==> src/hw/rtl/aard_pkg.sv <==
package aard_pkg;

	localparam int SAMPLE_BITS_DEF    = 10;
	localparam int DISPLAY_DIGITS_DEF = 6;

	localparam int LEN_W      = 7;
	localparam int MV_W       = 13;
	localparam int SLOPE_W    = 16;
	localparam int OFFSET_W   = 20;
	localparam int RES_W      = 20;
	localparam int DIGIT_W    = 4;
	localparam int NUM_DIGITS = 6;
	localparam int CFG_IDX_W  = 3;
	localparam int CFG_DATA_W = 20;

	localparam int QUEUE_DEPTH     = 2;
	localparam int LINEAR_DIVISOR  = 100;
	localparam int BLANKED_DIGITS  = 3;

	localparam logic [DIGIT_W-1:0] BLANK_CODE = 4'd10;

	localparam logic [CFG_IDX_W-1:0] REG_BLOCK_LENGTH = 3'd0;
	localparam logic [CFG_IDX_W-1:0] REG_REFERENCE_MV = 3'd1;
	localparam logic [CFG_IDX_W-1:0] REG_SLOPE        = 3'd2;
	localparam logic [CFG_IDX_W-1:0] REG_OFFSET       = 3'd3;

	localparam logic [LEN_W-1:0]    BLOCK_LENGTH_RESET = 7'd20;
	localparam logic [MV_W-1:0]     REFERENCE_MV_RESET = 13'd2500;
	localparam logic [SLOPE_W-1:0]  SLOPE_RESET        = 16'd3997;
	localparam logic [OFFSET_W-1:0] OFFSET_RESET       = 20'd78910;

	typedef struct packed {
		logic [LEN_W-1:0]    block_length;
		logic [MV_W-1:0]     reference_millivolts;
		logic [SLOPE_W-1:0]  slope_coefficient;
		logic [OFFSET_W-1:0] offset_coefficient;
	} cfg_t;

	typedef struct packed {
		logic [RES_W-1:0]                      resistance_hundredths;
		logic [MV_W-1:0]                       input_millivolts;
		logic [NUM_DIGITS-1:0][DIGIT_W-1:0]    digits;
	} result_t;

	// Ten to the power n, used for elaboration-time constants only.
	function automatic int pow10(input int n);
		int p;
		p = 1;
		for (int i = 0; i < n; i++) begin
			p = p * 10;
		end
		return p;
	endfunction

endpackage

==> src/hw/rtl/aard_queue.sv <==
module aard_queue
	import aard_pkg::*;
#(
	parameter int WIDTH = 24,
	parameter int DEPTH = QUEUE_DEPTH
) (
	input  logic             clk,
	input  logic             arst_n,
	input  logic             wr_en,
	input  logic [WIDTH-1:0] wr_data,
	output logic             is_full,
	input  logic             rd_en,
	output logic [WIDTH-1:0] rd_data,
	output logic             is_empty
);

	localparam int PTR_W = $clog2(DEPTH);
	localparam int CNT_W = $clog2(DEPTH + 1);

	logic [WIDTH-1:0] mem_q [DEPTH];
	logic [PTR_W-1:0] wr_ptr_q;
	logic [PTR_W-1:0] rd_ptr_q;
	logic [CNT_W-1:0] cnt_q;
	logic             do_wr;
	logic             do_rd;

	assign is_full  = (cnt_q == CNT_W'(DEPTH));
	assign is_empty = (cnt_q == '0);
	assign do_wr    = wr_en && !is_full;
	assign do_rd    = rd_en && !is_empty;
	assign rd_data  = mem_q[rd_ptr_q];

	always_ff @(posedge clk) begin
		if (do_wr) begin
			mem_q[wr_ptr_q] <= wr_data;
		end
	end

	always_ff @(posedge clk or negedge arst_n) begin
		if (!arst_n) begin
			wr_ptr_q <= '0;
			rd_ptr_q <= '0;
			cnt_q    <= '0;
		end else begin
			if (do_wr) begin
				wr_ptr_q <= (wr_ptr_q == PTR_W'(DEPTH - 1)) ? '0 : wr_ptr_q + 1'b1;
			end
			if (do_rd) begin
				rd_ptr_q <= (rd_ptr_q == PTR_W'(DEPTH - 1)) ? '0 : rd_ptr_q + 1'b1;
			end
			if (do_wr && !do_rd) begin
				cnt_q <= cnt_q + 1'b1;
			end else if (do_rd && !do_wr) begin
				cnt_q <= cnt_q - 1'b1;
			end
		end
	end

endmodule

==> src/hw/rtl/aard_front.sv <==
module aard_front
	import aard_pkg::*;
#(
	parameter int SAMPLE_BITS = SAMPLE_BITS_DEF
) (
	input  logic                         clk,
	input  logic                         arst_n,
	input  logic [LEN_W-1:0]             block_length,
	input  logic                         push,
	input  logic [SAMPLE_BITS-1:0]       adc_sample,
	output logic                         full,
	output logic                         q_push,
	output logic [SAMPLE_BITS+LEN_W-1:0] q_sum,
	output logic [LEN_W-1:0]             q_count,
	input  logic                         q_full
);

	localparam int SUM_W = SAMPLE_BITS + LEN_W;

	logic [SUM_W-1:0] sum_q;
	logic [LEN_W-1:0] taken_q;
	logic [LEN_W-1:0] len;
	logic [LEN_W-1:0] count;
	logic [SUM_W-1:0] sum_next;
	logic             ending;
	logic             accept;

	// A zero block length behaves as one sample per block.
	assign len      = (block_length == '0) ? LEN_W'(1) : block_length;
	assign count    = taken_q + 1'b1;
	assign ending   = (count >= len);
	assign full     = ending && q_full;
	assign accept   = push && !full;
	assign sum_next = sum_q + SUM_W'(adc_sample);

	assign q_push  = accept && ending;
	assign q_sum   = sum_next;
	assign q_count = count;

	always_ff @(posedge clk or negedge arst_n) begin
		if (!arst_n) begin
			sum_q   <= '0;
			taken_q <= '0;
		end else if (accept) begin
			if (ending) begin
				sum_q   <= '0;
				taken_q <= '0;
			end else begin
				sum_q   <= sum_next;
				taken_q <= count;
			end
		end
	end

endmodule

==> src/hw/rtl/aard_divider.sv <==
module aard_divider
	import aard_pkg::*;
#(
	parameter int DW = 30,
	parameter int VW = SAMPLE_BITS_DEF
) (
	input  logic          clk,
	input  logic          arst_n,
	input  logic          start,
	input  logic [DW-1:0] dividend,
	input  logic [VW-1:0] divisor,
	output logic          done,
	output logic [DW-1:0] quotient
);

	localparam int CW = $clog2(DW + 1);

	logic [DW-1:0] quo_q;
	logic [VW-1:0] rem_q;
	logic [VW-1:0] dvs_q;
	logic [CW-1:0] cnt_q;
	logic          busy_q;
	logic          done_q;
	logic [VW:0]   trial;
	logic [VW:0]   diff;
	logic          ge;

	// Restoring division, one quotient bit per cycle, MSB first.
	assign trial = {rem_q, quo_q[DW-1]};
	assign diff  = trial - {1'b0, dvs_q};
	assign ge    = (trial >= {1'b0, dvs_q});

	assign done     = done_q;
	assign quotient = quo_q;

	always_ff @(posedge clk) begin
		if (start) begin
			quo_q <= dividend;
			rem_q <= '0;
			dvs_q <= divisor;
		end else if (busy_q) begin
			quo_q <= {quo_q[DW-2:0], ge};
			rem_q <= ge ? diff[VW-1:0] : trial[VW-1:0];
		end
	end

	always_ff @(posedge clk or negedge arst_n) begin
		if (!arst_n) begin
			cnt_q  <= '0;
			busy_q <= 1'b0;
			done_q <= 1'b0;
		end else begin
			done_q <= 1'b0;
			if (start) begin
				cnt_q  <= CW'(DW);
				busy_q <= 1'b1;
			end else if (busy_q) begin
				cnt_q <= cnt_q - 1'b1;
				if (cnt_q == CW'(1)) begin
					busy_q <= 1'b0;
					done_q <= 1'b1;
				end
			end
		end
	end

endmodule

==> src/hw/rtl/aard_back.sv <==
module aard_back
	import aard_pkg::*;
#(
	parameter int SAMPLE_BITS    = SAMPLE_BITS_DEF,
	parameter int DISPLAY_DIGITS = DISPLAY_DIGITS_DEF
) (
	input  logic                         clk,
	input  logic                         arst_n,
	input  cfg_t                         cfg,
	input  logic                         q_empty,
	input  logic [SAMPLE_BITS+LEN_W-1:0] q_sum,
	input  logic [LEN_W-1:0]             q_count,
	output logic                         q_pop,
	input  logic                         out_pop,
	output logic                         out_empty,
	output result_t                      result
);

	localparam int SUM_W       = SAMPLE_BITS + LEN_W;
	localparam int PROD_W      = SAMPLE_BITS + MV_W;
	localparam int MUL_W       = SLOPE_W + MV_W;
	localparam int LIN_W       = MUL_W + 1;
	localparam int FULL_SCALE  = (1 << SAMPLE_BITS) - 1;
	localparam int LIMIT       = pow10(DISPLAY_DIGITS) - 1;
	localparam int SAT_W       = $clog2(LIMIT + 1);
	localparam int BCD_W       = DISPLAY_DIGITS * DIGIT_W;
	localparam int BCNT_W      = $clog2(SAT_W + 1);
	localparam int MV_SHIFT    = PROD_W + SAMPLE_BITS;
	localparam int MV_RECIP_W  = PROD_W + 1;
	localparam int RES_SHIFT   = LIN_W + $clog2(LINEAR_DIVISOR);
	localparam int RES_RECIP_W = LIN_W + 1;
	localparam int QUO_W       = 2 * LIN_W + 1 - RES_SHIFT;

	// Rounded-up reciprocals. With the shift set to the dividend width plus the
	// divisor's bit length, the truncated product equals the truncated quotient.
	localparam logic [MV_RECIP_W-1:0] MV_RECIP = MV_RECIP_W'(
		((64'd1 << MV_SHIFT) + 64'(FULL_SCALE) - 64'd1) / 64'(FULL_SCALE));
	localparam logic [RES_RECIP_W-1:0] RES_RECIP = RES_RECIP_W'(
		((64'd1 << RES_SHIFT) + 64'(LINEAR_DIVISOR) - 64'd1) / 64'(LINEAR_DIVISOR));

	localparam logic [3:0] ST_IDLE    = 4'd0;
	localparam logic [3:0] ST_AVG     = 4'd1;
	localparam logic [3:0] ST_MUL_MV  = 4'd2;
	localparam logic [3:0] ST_DIV_MV  = 4'd3;
	localparam logic [3:0] ST_MUL_RES = 4'd5;
	localparam logic [3:0] ST_DIV_RES = 4'd6;
	localparam logic [3:0] ST_RES     = 4'd7;
	localparam logic [3:0] ST_BCD     = 4'd8;
	localparam logic [3:0] ST_FIN     = 4'd9;

	logic [3:0]             state_q;
	logic [SAMPLE_BITS-1:0] avg_q;
	logic [PROD_W-1:0]      prod_q;
	logic [MV_W-1:0]        mv_q;
	logic [LIN_W-1:0]       lin_q;
	logic [QUO_W-1:0]       res_quo_q;
	logic [SAT_W-1:0]       sat_q;
	logic [SAT_W-1:0]       bin_q;
	logic [BCD_W-1:0]       bcd_q;
	logic [BCNT_W-1:0]      bcnt_q;
	result_t                out_q;
	logic                   out_valid_q;

	logic                   div_start;
	logic                   div_done;
	logic [SUM_W-1:0]       div_quo;

	logic [PROD_W-1:0]      mv_prod;
	logic [MUL_W-1:0]       res_prod;
	logic [2*PROD_W:0]      mv_wide;
	logic [2*LIN_W:0]       res_wide;
	logic [SAT_W-1:0]       sat_val;
	logic [BCD_W-1:0]       bcd_adj;
	logic [BCD_W-1:0]       bcd_next;
	logic                   out_load;
	logic [NUM_DIGITS-1:0][DIGIT_W-1:0] digit_val;
	result_t                result_next;

	// The average divides by the sample count, which varies from block to block.
	aard_divider #(
		.DW(SUM_W),
		.VW(LEN_W)
	) u_div (
		.clk     (clk),
		.arst_n  (arst_n),
		.start   (div_start),
		.dividend(q_sum),
		.divisor (q_count),
		.done    (div_done),
		.quotient(div_quo)
	);

	assign q_pop     = (state_q == ST_IDLE) && !q_empty;
	assign div_start = (state_q == ST_IDLE) && !q_empty;

	assign mv_prod  = avg_q * cfg.reference_millivolts;
	assign res_prod = cfg.slope_coefficient * mv_q;
	assign mv_wide  = prod_q * MV_RECIP;
	assign res_wide = lin_q * RES_RECIP;
	assign sat_val  = (64'(res_quo_q) > 64'(LIMIT)) ? SAT_W'(LIMIT) : SAT_W'(res_quo_q);

	// Double dabble: add three to every digit of five or more, then shift.
	always_comb begin
		for (int i = 0; i < DISPLAY_DIGITS; i++) begin
			bcd_adj[i*DIGIT_W +: DIGIT_W] = (bcd_q[i*DIGIT_W +: DIGIT_W] >= 4'd5) ?
				bcd_q[i*DIGIT_W +: DIGIT_W] + 4'd3 : bcd_q[i*DIGIT_W +: DIGIT_W];
		end
	end

	assign bcd_next = {bcd_adj[BCD_W-2:0], bin_q[SAT_W-1]};

	for (genvar k = 0; k < NUM_DIGITS; k++) begin : g_digit
		localparam int POS = NUM_DIGITS - 1 - k;
		localparam logic [31:0] WEIGHT = 32'(pow10(POS));
		logic [DIGIT_W-1:0] raw;
		if (POS < DISPLAY_DIGITS) begin : g_show
			assign raw = bcd_q[POS*DIGIT_W +: DIGIT_W];
		end else begin : g_zero
			assign raw = '0;
		end
		assign digit_val[k] = ((k < BLANKED_DIGITS) && (32'(sat_q) < WEIGHT)) ?
			BLANK_CODE : raw;
	end

	always_comb begin
		result_next.resistance_hundredths = RES_W'(sat_q);
		result_next.input_millivolts      = mv_q;
		result_next.digits                = digit_val;
	end

	assign out_load  = (state_q == ST_FIN) && (!out_valid_q || out_pop);
	assign out_empty = !out_valid_q;
	assign result    = out_q;

	always_ff @(posedge clk) begin
		case (state_q)
			ST_AVG: begin
				if (div_done) begin
					avg_q <= div_quo[SAMPLE_BITS-1:0];
				end
			end
			ST_MUL_MV: begin
				prod_q <= mv_prod;
			end
			ST_DIV_MV: begin
				mv_q <= mv_wide[MV_SHIFT +: MV_W];
			end
			ST_MUL_RES: begin
				lin_q <= LIN_W'(res_prod) + LIN_W'(cfg.offset_coefficient);
			end
			ST_DIV_RES: begin
				res_quo_q <= res_wide[2*LIN_W:RES_SHIFT];
			end
			ST_RES: begin
				sat_q  <= sat_val;
				bin_q  <= sat_val;
				bcd_q  <= '0;
				bcnt_q <= BCNT_W'(SAT_W);
			end
			ST_BCD: begin
				bcd_q  <= bcd_next;
				bin_q  <= {bin_q[SAT_W-2:0], 1'b0};
				bcnt_q <= bcnt_q - 1'b1;
			end
			default: begin
			end
		endcase
		if (out_load) begin
			out_q <= result_next;
		end
	end

	always_ff @(posedge clk or negedge arst_n) begin
		if (!arst_n) begin
			state_q     <= ST_IDLE;
			out_valid_q <= 1'b0;
		end else begin
			if (out_load) begin
				out_valid_q <= 1'b1;
			end else if (out_pop) begin
				out_valid_q <= 1'b0;
			end
			case (state_q)
				ST_IDLE: begin
					if (!q_empty) begin
						state_q <= ST_AVG;
					end
				end
				ST_AVG: begin
					if (div_done) begin
						state_q <= ST_MUL_MV;
					end
				end
				ST_MUL_MV: begin
					state_q <= ST_DIV_MV;
				end
				ST_DIV_MV: begin
					state_q <= ST_MUL_RES;
				end
				ST_MUL_RES: begin
					state_q <= ST_DIV_RES;
				end
				ST_DIV_RES: begin
					state_q <= ST_RES;
				end
				ST_RES: begin
					state_q <= ST_BCD;
				end
				ST_BCD: begin
					if (bcnt_q == BCNT_W'(1)) begin
						state_q <= ST_FIN;
					end
				end
				ST_FIN: begin
					if (out_load) begin
						state_q <= ST_IDLE;
					end
				end
				default: begin
					state_q <= ST_IDLE;
				end
			endcase
		end
	end

endmodule

==> src/hw/rtl/averaged_adc_resistance_display.sv <==
// Block-averaging resistance meter. ADC samples are pushed one beat at a time and summed in
// blocks of block_length samples (a length of zero counts as one); the last sample of a block
// hands the sum and count to a two-entry queue, and the block keeps taking samples at one per
// cycle while the arithmetic side works, unless a block ends while the queue is full. For each
// block the arithmetic side computes the truncated average, millivolts as
// avg * reference_millivolts / (2^SAMPLE_BITS - 1), and resistance in hundredths of an ohm as
// (slope * mv + offset) / 100, saturated at 10^DISPLAY_DIGITS - 1, then converts it to decimal
// for six display digits with the top three blanked (code 10) when the value is below their
// weight. The average comes from a divider producing one quotient bit per cycle over the
// SUM_W = SAMPLE_BITS + 7 bit sum; the two divisions by constants are reciprocal
// multiplications; a one-bit-per-cycle binary to decimal conversion follows. The arithmetic
// side takes one block at a time and pops the next only after the last result has been
// loaded into the result register. Configuration writes are always ready and are meant to be
// issued only while no block result is pending.
module averaged_adc_resistance_display
	import aard_pkg::*;
#(
	parameter int SAMPLE_BITS    = SAMPLE_BITS_DEF,
	parameter int DISPLAY_DIGITS = DISPLAY_DIGITS_DEF
) (
	input  logic                   clk,
	input  logic                   arst_n,
	input  logic                   push,
	input  logic [SAMPLE_BITS-1:0] adc_sample,
	output logic                   full,
	output logic                   empty,
	input  logic                   pop,
	output logic [RES_W-1:0]       resistance_hundredths,
	output logic [MV_W-1:0]        input_millivolts,
	output logic [DIGIT_W-1:0]     digit_one,
	output logic [DIGIT_W-1:0]     digit_two,
	output logic [DIGIT_W-1:0]     digit_three,
	output logic [DIGIT_W-1:0]     digit_four,
	output logic [DIGIT_W-1:0]     digit_five,
	output logic [DIGIT_W-1:0]     digit_six,
	input  logic                   cfg_valid,
	output logic                   cfg_ready,
	input  logic [CFG_IDX_W-1:0]   cfg_index,
	input  logic [CFG_DATA_W-1:0]  cfg_data
);

	localparam int SUM_W = SAMPLE_BITS + LEN_W;
	localparam int ITEM_W = SUM_W + LEN_W;

	cfg_t              cfg_q;
	logic              q_push;
	logic [SUM_W-1:0]  q_sum_in;
	logic [LEN_W-1:0]  q_count_in;
	logic              q_full;
	logic              q_pop;
	logic              q_empty;
	logic [ITEM_W-1:0] q_rd_data;
	result_t           result;

	// The configuration port never stalls. Unknown register indexes are dropped.
	assign cfg_ready = 1'b1;

	always_ff @(posedge clk or negedge arst_n) begin
		if (!arst_n) begin
			cfg_q.block_length         <= BLOCK_LENGTH_RESET;
			cfg_q.reference_millivolts <= REFERENCE_MV_RESET;
			cfg_q.slope_coefficient    <= SLOPE_RESET;
			cfg_q.offset_coefficient   <= OFFSET_RESET;
		end else if (cfg_valid && cfg_ready) begin
			case (cfg_index)
				REG_BLOCK_LENGTH: cfg_q.block_length         <= cfg_data[LEN_W-1:0];
				REG_REFERENCE_MV: cfg_q.reference_millivolts <= cfg_data[MV_W-1:0];
				REG_SLOPE:        cfg_q.slope_coefficient    <= cfg_data[SLOPE_W-1:0];
				REG_OFFSET:       cfg_q.offset_coefficient   <= cfg_data[OFFSET_W-1:0];
				default: begin
				end
			endcase
		end
	end

	// Front: accumulates samples and closes blocks. It only stalls when a block
	// ends while the queue is already full.
	aard_front #(
		.SAMPLE_BITS(SAMPLE_BITS)
	) u_front (
		.clk         (clk),
		.arst_n      (arst_n),
		.block_length(cfg_q.block_length),
		.push        (push),
		.adc_sample  (adc_sample),
		.full        (full),
		.q_push      (q_push),
		.q_sum       (q_sum_in),
		.q_count     (q_count_in),
		.q_full      (q_full)
	);

	// Completed blocks wait here as a sum and its sample count.
	aard_queue #(
		.WIDTH(ITEM_W),
		.DEPTH(QUEUE_DEPTH)
	) u_queue (
		.clk     (clk),
		.arst_n  (arst_n),
		.wr_en   (q_push),
		.wr_data ({q_sum_in, q_count_in}),
		.is_full (q_full),
		.rd_en   (q_pop),
		.rd_data (q_rd_data),
		.is_empty(q_empty)
	);

	// Back: division, scaling, saturation and digit conversion, with a result
	// register that holds the oldest result until it is popped.
	aard_back #(
		.SAMPLE_BITS   (SAMPLE_BITS),
		.DISPLAY_DIGITS(DISPLAY_DIGITS)
	) u_back (
		.clk      (clk),
		.arst_n   (arst_n),
		.cfg      (cfg_q),
		.q_empty  (q_empty),
		.q_sum    (q_rd_data[ITEM_W-1:LEN_W]),
		.q_count  (q_rd_data[LEN_W-1:0]),
		.q_pop    (q_pop),
		.out_pop  (pop),
		.out_empty(empty),
		.result   (result)
	);

	assign resistance_hundredths = result.resistance_hundredths;
	assign input_millivolts      = result.input_millivolts;
	assign digit_one             = result.digits[0];
	assign digit_two             = result.digits[1];
	assign digit_three           = result.digits[2];
	assign digit_four            = result.digits[3];
	assign digit_five            = result.digits[4];
	assign digit_six             = result.digits[5];

endmodule
==> config.mk <==
export PLATFORM = sky130hd
export DESIGN_NAME = averaged_adc_resistance_display
export DESIGN_NICKNAME = d
export VERILOG_FILES = /design/src/hw/rtl/aard_pkg.sv /design/src/hw/rtl/aard_queue.sv /design/src/hw/rtl/aard_front.sv /design/src/hw/rtl/aard_divider.sv /design/src/hw/rtl/aard_back.sv /design/src/hw/rtl/averaged_adc_resistance_display.sv
export SDC_FILE = /design/constraint.sdc
export NUM_CORES = 2
export LEC_CHECK = 0
export CORE_ASPECT_RATIO = 1.4
export CORE_MARGIN = 2
export CORE_UTILIZATION = 50
export DETAILED_ROUTE_END_ITERATION = 16
export DONT_BUFFER_PORTS = 1
export PLACE_DENSITY_LB_ADDON = 0.12
export SYNTH_ARGS = -nofsm -noshare
export SYNTH_HDL_FRONTEND = slang
export SYNTH_HIERARCHICAL = 1
export SYNTH_SLANG_ARGS = --single-unit
==> constraint.sdc <==
create_clock -name clk -period 6.6 [get_ports clk]
set_input_delay 0.66 -clock clk [delete_from_list [all_inputs] [get_ports clk]]
set_output_delay 0.66 -clock clk [all_outputs]
set_load 0.02 [all_outputs]
# Word level (Yosys, flattened, before mapping)
# Memories as Yosys holds them, arrays and structs flattened.
# Cells that the tools add are included.
totals:
  reg_bits: 353
  latchBits: 0
  ram_bits: 48
  mem_bits_ro: 0
  out_inout_bits: 60
  wordCells: 152
  memories: 1
op_classes:
  addsub: 16
  n_mul: 4
  n_div: 0
  magnitude_cmp: 12
  n_eq_ne: 18
  shift: 0
  mux: 37
  bitwise: 0
  n_reduce_logical: 30
memory_table:
  columns: ["memory", "depth", "width", "rd", "rd_ports_with_merged_regs", "write_ports", "line_no", "text"]
  rows:
  - ["u_queue.mem_q", 2, 24, 1, 0, 1, "aard_queue.sv:20", "logic [WIDTH-1:0] mem_q [DEPTH];"]
ops:
  columns: ["cell", "n"]
  rows:
  - ["multiplier 30 x 31 -> 61 bit (second input constant)", 1]
  - ["two-way mux 17 bit", 3]
  - ["case mux 24 bit (2 select lines)", 1]
  - ["multiplier 23 x 24 -> 46 bit (second input constant)", 1]
  - ["case mux 20 bit (2 select lines)", 1]
  - ["two-way mux 4 bit", 9]
  - ["case mux 4 bit (9 select lines)", 1]
  - ["adder 29 x 20 -> 30 bit", 1]
  - ["multiplier 16 x 13 -> 29 bit", 1]
  - ["greater-or-equal comparator 4 x 3 -> 1 bit (second input constant)", 6]
  - ["greater-than comparator 24 x 20 -> 1 bit (second input constant)", 1]
  - ["multiplier 10 x 13 -> 23 bit", 1]
  - ["two-way mux 7 bit", 3]
  - ["adder 4 x 2 -> 4 bit (second input constant)", 5]
  - ["< comparator 20 x 10 -> 1 bit (second input constant)", 1]
  - ["< comparator 20 x 14 -> 1 bit (second input constant)", 1]
  - ["< comparator 20 x 17 -> 1 bit (second input constant)", 1]
  - ["two-way mux 20 bit", 1]
  - ["adder 17 x 10 -> 17 bit", 1]
  - ["equality test 4 x 3 -> 1 bit (second input constant)", 3]
  - ["two-way mux 1 bit", 12]
  - ["equality test 5 x 1 -> 1 bit (second input constant)", 2]
  - ["two-way mux 5 bit", 2]
  - ["case mux 5 bit (2 select lines)", 1]
  - ["other kinds (29)", 57]

# Logic depth before layout (Yosys ltp)
logic_depth:
  word_depth: 12
  ltp_mapped: 28
  mapped_depth_nobuf: 27

# Hierarchy
# The synthesis kept the hierarchy.
by_module_without_submodules:
  columns: ["mod", "instances", "cells_per_inst", "area_each_um2", "seq_area_each_um2"]
  rows:
  - ["aard_back", 1, 3582, 37443.4, 6911.6]
  - ["averaged_adc_resistance_display", 1, 123, 2173.3, 1432.6]
  - ["aard_queue", 1, 94, 2030.7, 1541.5]
  - ["aard_divider", 1, 162, 1951.9, 1036.0]
  - ["aard_front", 1, 191, 1800.5, 600.6]

# Worst setup path before layout
# Ideal clock, no wire load.
synth_path:
  path_type: "register to register"
  startpoint: "register u_back.lin_q[3]"
  endpoint: "register u_back.res_quo_q[23] (data pin)"
  setup_time_ps: 260
  t_arrival_ps: 6872
  required_ps: 6340
  path_slack_ps: -532
  stages_incl_launch_ff: 24
  synth_period_minus_slack_ps: 7132
  path_cell_list: "edfxtp_1 fa_1 fa_1 inv_1 fa_1 inv_1 fa_1 fa_1 fa_1 fa_1 inv_1 fa_1 inv_1 ha_1 and4_1 and2_1 nand2_1 nor4_1 nand2_1 a31oi_4 a21oi_2 o221a_4 a311o_1 xnor2_1"
synth_via:
  elab_chain_len: 1
synth_lines:
  columns: ["item", "line_no", "text"]
  rows:
  - ["start: declaration", "aard_back.sv:55", "logic [LIN_W-1:0] lin_q;"]
  - ["start signal: assignment", "aard_back.sv:149", "lin_q <= LIN_W'(res_prod) + LIN_W'(cfg.offset_coefficient);"]
  - ["multiplier 30 x 31 -> 61 bit", "aard_back.sv:99", "assign res_wide = lin_q * RES_RECIP;"]
  - ["via u_back.res_wide[60]", "aard_back.sv:71", "logic [2*LIN_W:0] res_wide;"]
  - ["end signal: assignment", "aard_back.sv:152", "res_quo_q <= res_wide[2*LIN_W:RES_SHIFT];"]
  - ["end: declaration", "aard_back.sv:56", "logic [QUO_W-1:0] res_quo_q;"]
# The timed path passes the listed nets, and every way through them passes these cells.
# A chain may end at the register's enable or synchronous reset.

# Worst setup path after layout
layout_path:
  startpoint: "register u_back.lin_q[5]"
  endpoint: "register u_back.res_quo_q[23] (data pin)"
# Same word-level chain as after synthesis.

==> run metrics <==
vias in the first global route=33346; Core Box Area=0.0898 mm^2; f_max=142 MHz; I/O Pins=98; Fill cells=7789; Setup crit end kind=flip-flop; Yosys warnings=6; clk_skew=29.8 ps; layout cells sized above 1=0.178; Area after DPL=0.0493 mm^2; Initial Util=0.506; TritonCTS clock tree=built; worst slack, placed=-618 ps; status=finished with violations; global-route wire length before repair=183000 um; DRT Wirelength=115000 um; Layout area overhead=14.7%; worst r2r path cells=23; worst hold path endpoint=cfg_q[25]$_DFFE_PN0P_; DRC viols=0; largest net degree at the start of global routing=97; R2R Path End=u_back/res_quo_q[23]$_DFFE_PP_; grt ovf=0; Worst EP required=6960 ps; post-synthesis sequential area ratio=0.254; asr flop ratio synth=0.239; Synth cell types=91; RSZ-0062 raised after global routing=yes; global-route usage over all layers=0.256; Placer Congestion=0.964; Avg Inst Size Synth=10.9 um^2; setup ws final=-466 ps; Clock Latency Late Sink=600 ps; final hold violations=0; post-route ant nets=0; violated checks=setup timing; Hold Path Class=in2reg; FF-to-FF setup slack=-470 ps; max_cap viols=0; most common cell after layout, fill and taps aside=inv_1; htree depth=2; Synth Instances=4152; Critical Setup Path Class=reg2reg; HPWL after detailed placement=97600 um; WP data arrival=7420 ps; Post-Syn Area=0.0454 mm^2; Final min period=7070 ps; clk root buf=clkbuf_16; CTS buffer count=45; first-pass iteration count of the detailed router=5; Yosys reg bits=401; Crit-path slowest cell=fa_1; Fin Hold WS=204 ps; Least-Margin Pin Slew=1200 ps; CTS Buffer Depth=3; worst path cell trace=fa_2 -> fa_1 -> inv_1 -> fa_1 -> inv_1 -> fa_1 -> fa_1 -> fa_1 -> fa_1 -> inv_2 -> fa_1 -> inv_2 -> ha_4 -> and4_4 -> and2_4 -> nand3_4 -> a211oi_4 -> nor4_4 -> a31oi_4 -> a21oi_4 -> o221a_4 -> a311o_1 -> xnor2_1; final cell count without fillers=5726; HP Start=cfg_data[5]; Reg-to-Reg Start=u_back/lin_q[5]$_DFFE_PP_; placed cells=5591; CTS sink count=401; EDFF count, synth=298; routed via count=30078; Critical Path Fanout Max=3; Startpoint Class=flip-flop; vias per cell=5.25; die width=259 um; Net count, final=5825; Die Span Y=361 um; Worst path max stage delay=570 ps; hold path cells=1; commonest cells after routing, fill and taps aside=885 x inv_1, 649 x ha_1, 576 x fa_1, 378 x buf_4, 298 x edfxtp_1; clock slew at reported path FFs=70 ps; Avg WL per Cell=20.1 um; die area=0.0933 mm^2; Placement Rows=130; DRT iter0 DRCs=1437; final number of setup-violating endpoints=21; initial antenna violation count=1; Finished Cell Area=0.0521 mm^2; Max Slew Vio Count=0; Post-Syn Nets=5476; worst rel slew slack=0.199; Main synth FF type=edfxtp_1; # port buffers=0; period utilization=1.07; most used cell, CP=fa_1
==> critical path, delay by kind of cell, from the launching register on <==
| kind | cells | cell delay (ps) |
|---|---|---|
| buffers and inverters | 4 | 200 |
| adder cells (fa/ha/maj) | 9 | 4300 |
| flip-flops | 1 | 440 |
| XOR/XNOR | 1 | 120 |
| AO/OA/AOI/OAI | 5 | 1190 |
| AND/OR/NAND/NOR | 4 | 560 |
==> synth_stat cells, drive strengths merged, types with 28 or more instances <==
library cell	number	area, um^2
dfrtp	71	1780
xnor2	82	718
ha	681	8520
a21oi	139	707
nor3	28	155
nand2b	33	206
mux2	118	1400
and2	159	995
inv	908	3410
xor2	47	412
nand2	288	1080
edfxtp	298	8950
a21o	75	563
nor2	109	409
nand3	44	220
o21ai	75	375
fa	605	12100
clkbuf	69	259
==> per-layer routing <==
layer	GRT usage	part of all wire
met1	0.279	0.37
met2	0.485	0.54
met3	0.0315	0.035
met4	0.125	0.056
met5	0	0
==> how the worst max path moves through the flow <==
stage	from	end	slack (ps)
global placement	u_back/lin_q[21]$_DFFE_PP_	u_back/res_quo_q[23]$_DFFE_PP_	-570
floorplan	u_back/lin_q[4]$_DFFE_PP_	u_back/res_quo_q[23]$_DFFE_PP_	-250
detailed placement	u_back/lin_q[21]$_DFFE_PP_	u_back/res_quo_q[23]$_DFFE_PP_	-620
CTS	u_back/lin_q[27]$_DFFE_PP_	u_back/res_quo_q[23]$_DFFE_PP_	-500
finish	u_back/lin_q[5]$_DFFE_PP_	u_back/res_quo_q[23]$_DFFE_PP_	-470
global route	u_back/lin_q[29]$_DFFE_PP_	u_back/res_quo_q[18]$_DFFE_PP_	-670
==> cells by family after synthesis <==
group           Yosys count  synth area share
compound gates          442            0.0658
xor+xnor                129            0.0249
fa+ha+maj              1286             0.454
buf+inv                 998            0.0844
flops                   401             0.254
mux                     121            0.0315
other cells               1         0.0000826
simple gates            774            0.0851
==> area by class of cell <==
type | instances | area (um^2) | area share
antenna | 1 | 2.50 | 0.0000481
clock buffer | 48 | 1150 | 0.0220
clock inverter | 35 | 449 | 0.00863
inverter | 908 | 3410 | 0.0655
multi-input combinational | 2753 | 31000 | 0.596
sequential | 401 | 11500 | 0.221
tap | 1188 | 1490 | 0.0286
timing repair buffer | 392 | 3020 | 0.0580
==> what timing repair did <==
action	4_1_cts	5_1_grt
endpoints found under the setup margin	24	29
buffers inserted	19	31
cloned	0	0
hold endpoints to repair	96	0
pin swaps	58	67
hold buffers	2	0
gates resized for setup	59	91
==> state kept, by name (all words and copies together), names as in the netlist, 2 cells and up <==
name,count
u_back/res_quo_q,24
u_back/lin_q,30
u_back/u_div/cnt_q,5
u_back/u_div/dvs_q,7
u_back/sat_q,20
u_back/avg_q,10
u_back/prod_q,23
cfg_q,56
u_back/state_q,4
u_front/taken_q,7
u_back/result,57
u_back/bin_q,20
u_back/bcd_q,24
u_queue/mem_q,48
u_back/u_div/rem_q,7
u_back/u_div/quotient,17
u_back/bcnt_q,5
u_queue/cnt_q,2
u_back/mv_q,13
u_front/sum_q,17
==> per-stage QoR <==
stage / utilization / TNS [ps]
after detailed placement: 0.549 / -9190
after floorplan: - / -1030
after global placement: 0.549 / -8070
final: 0.580 / -5650
after global routing: 0.580 / -10000
after CTS: 0.572 / -5510
Power is not shown: default switching activity piles up to over one toggle a cycle in this logic, so the estimate is an artifact.
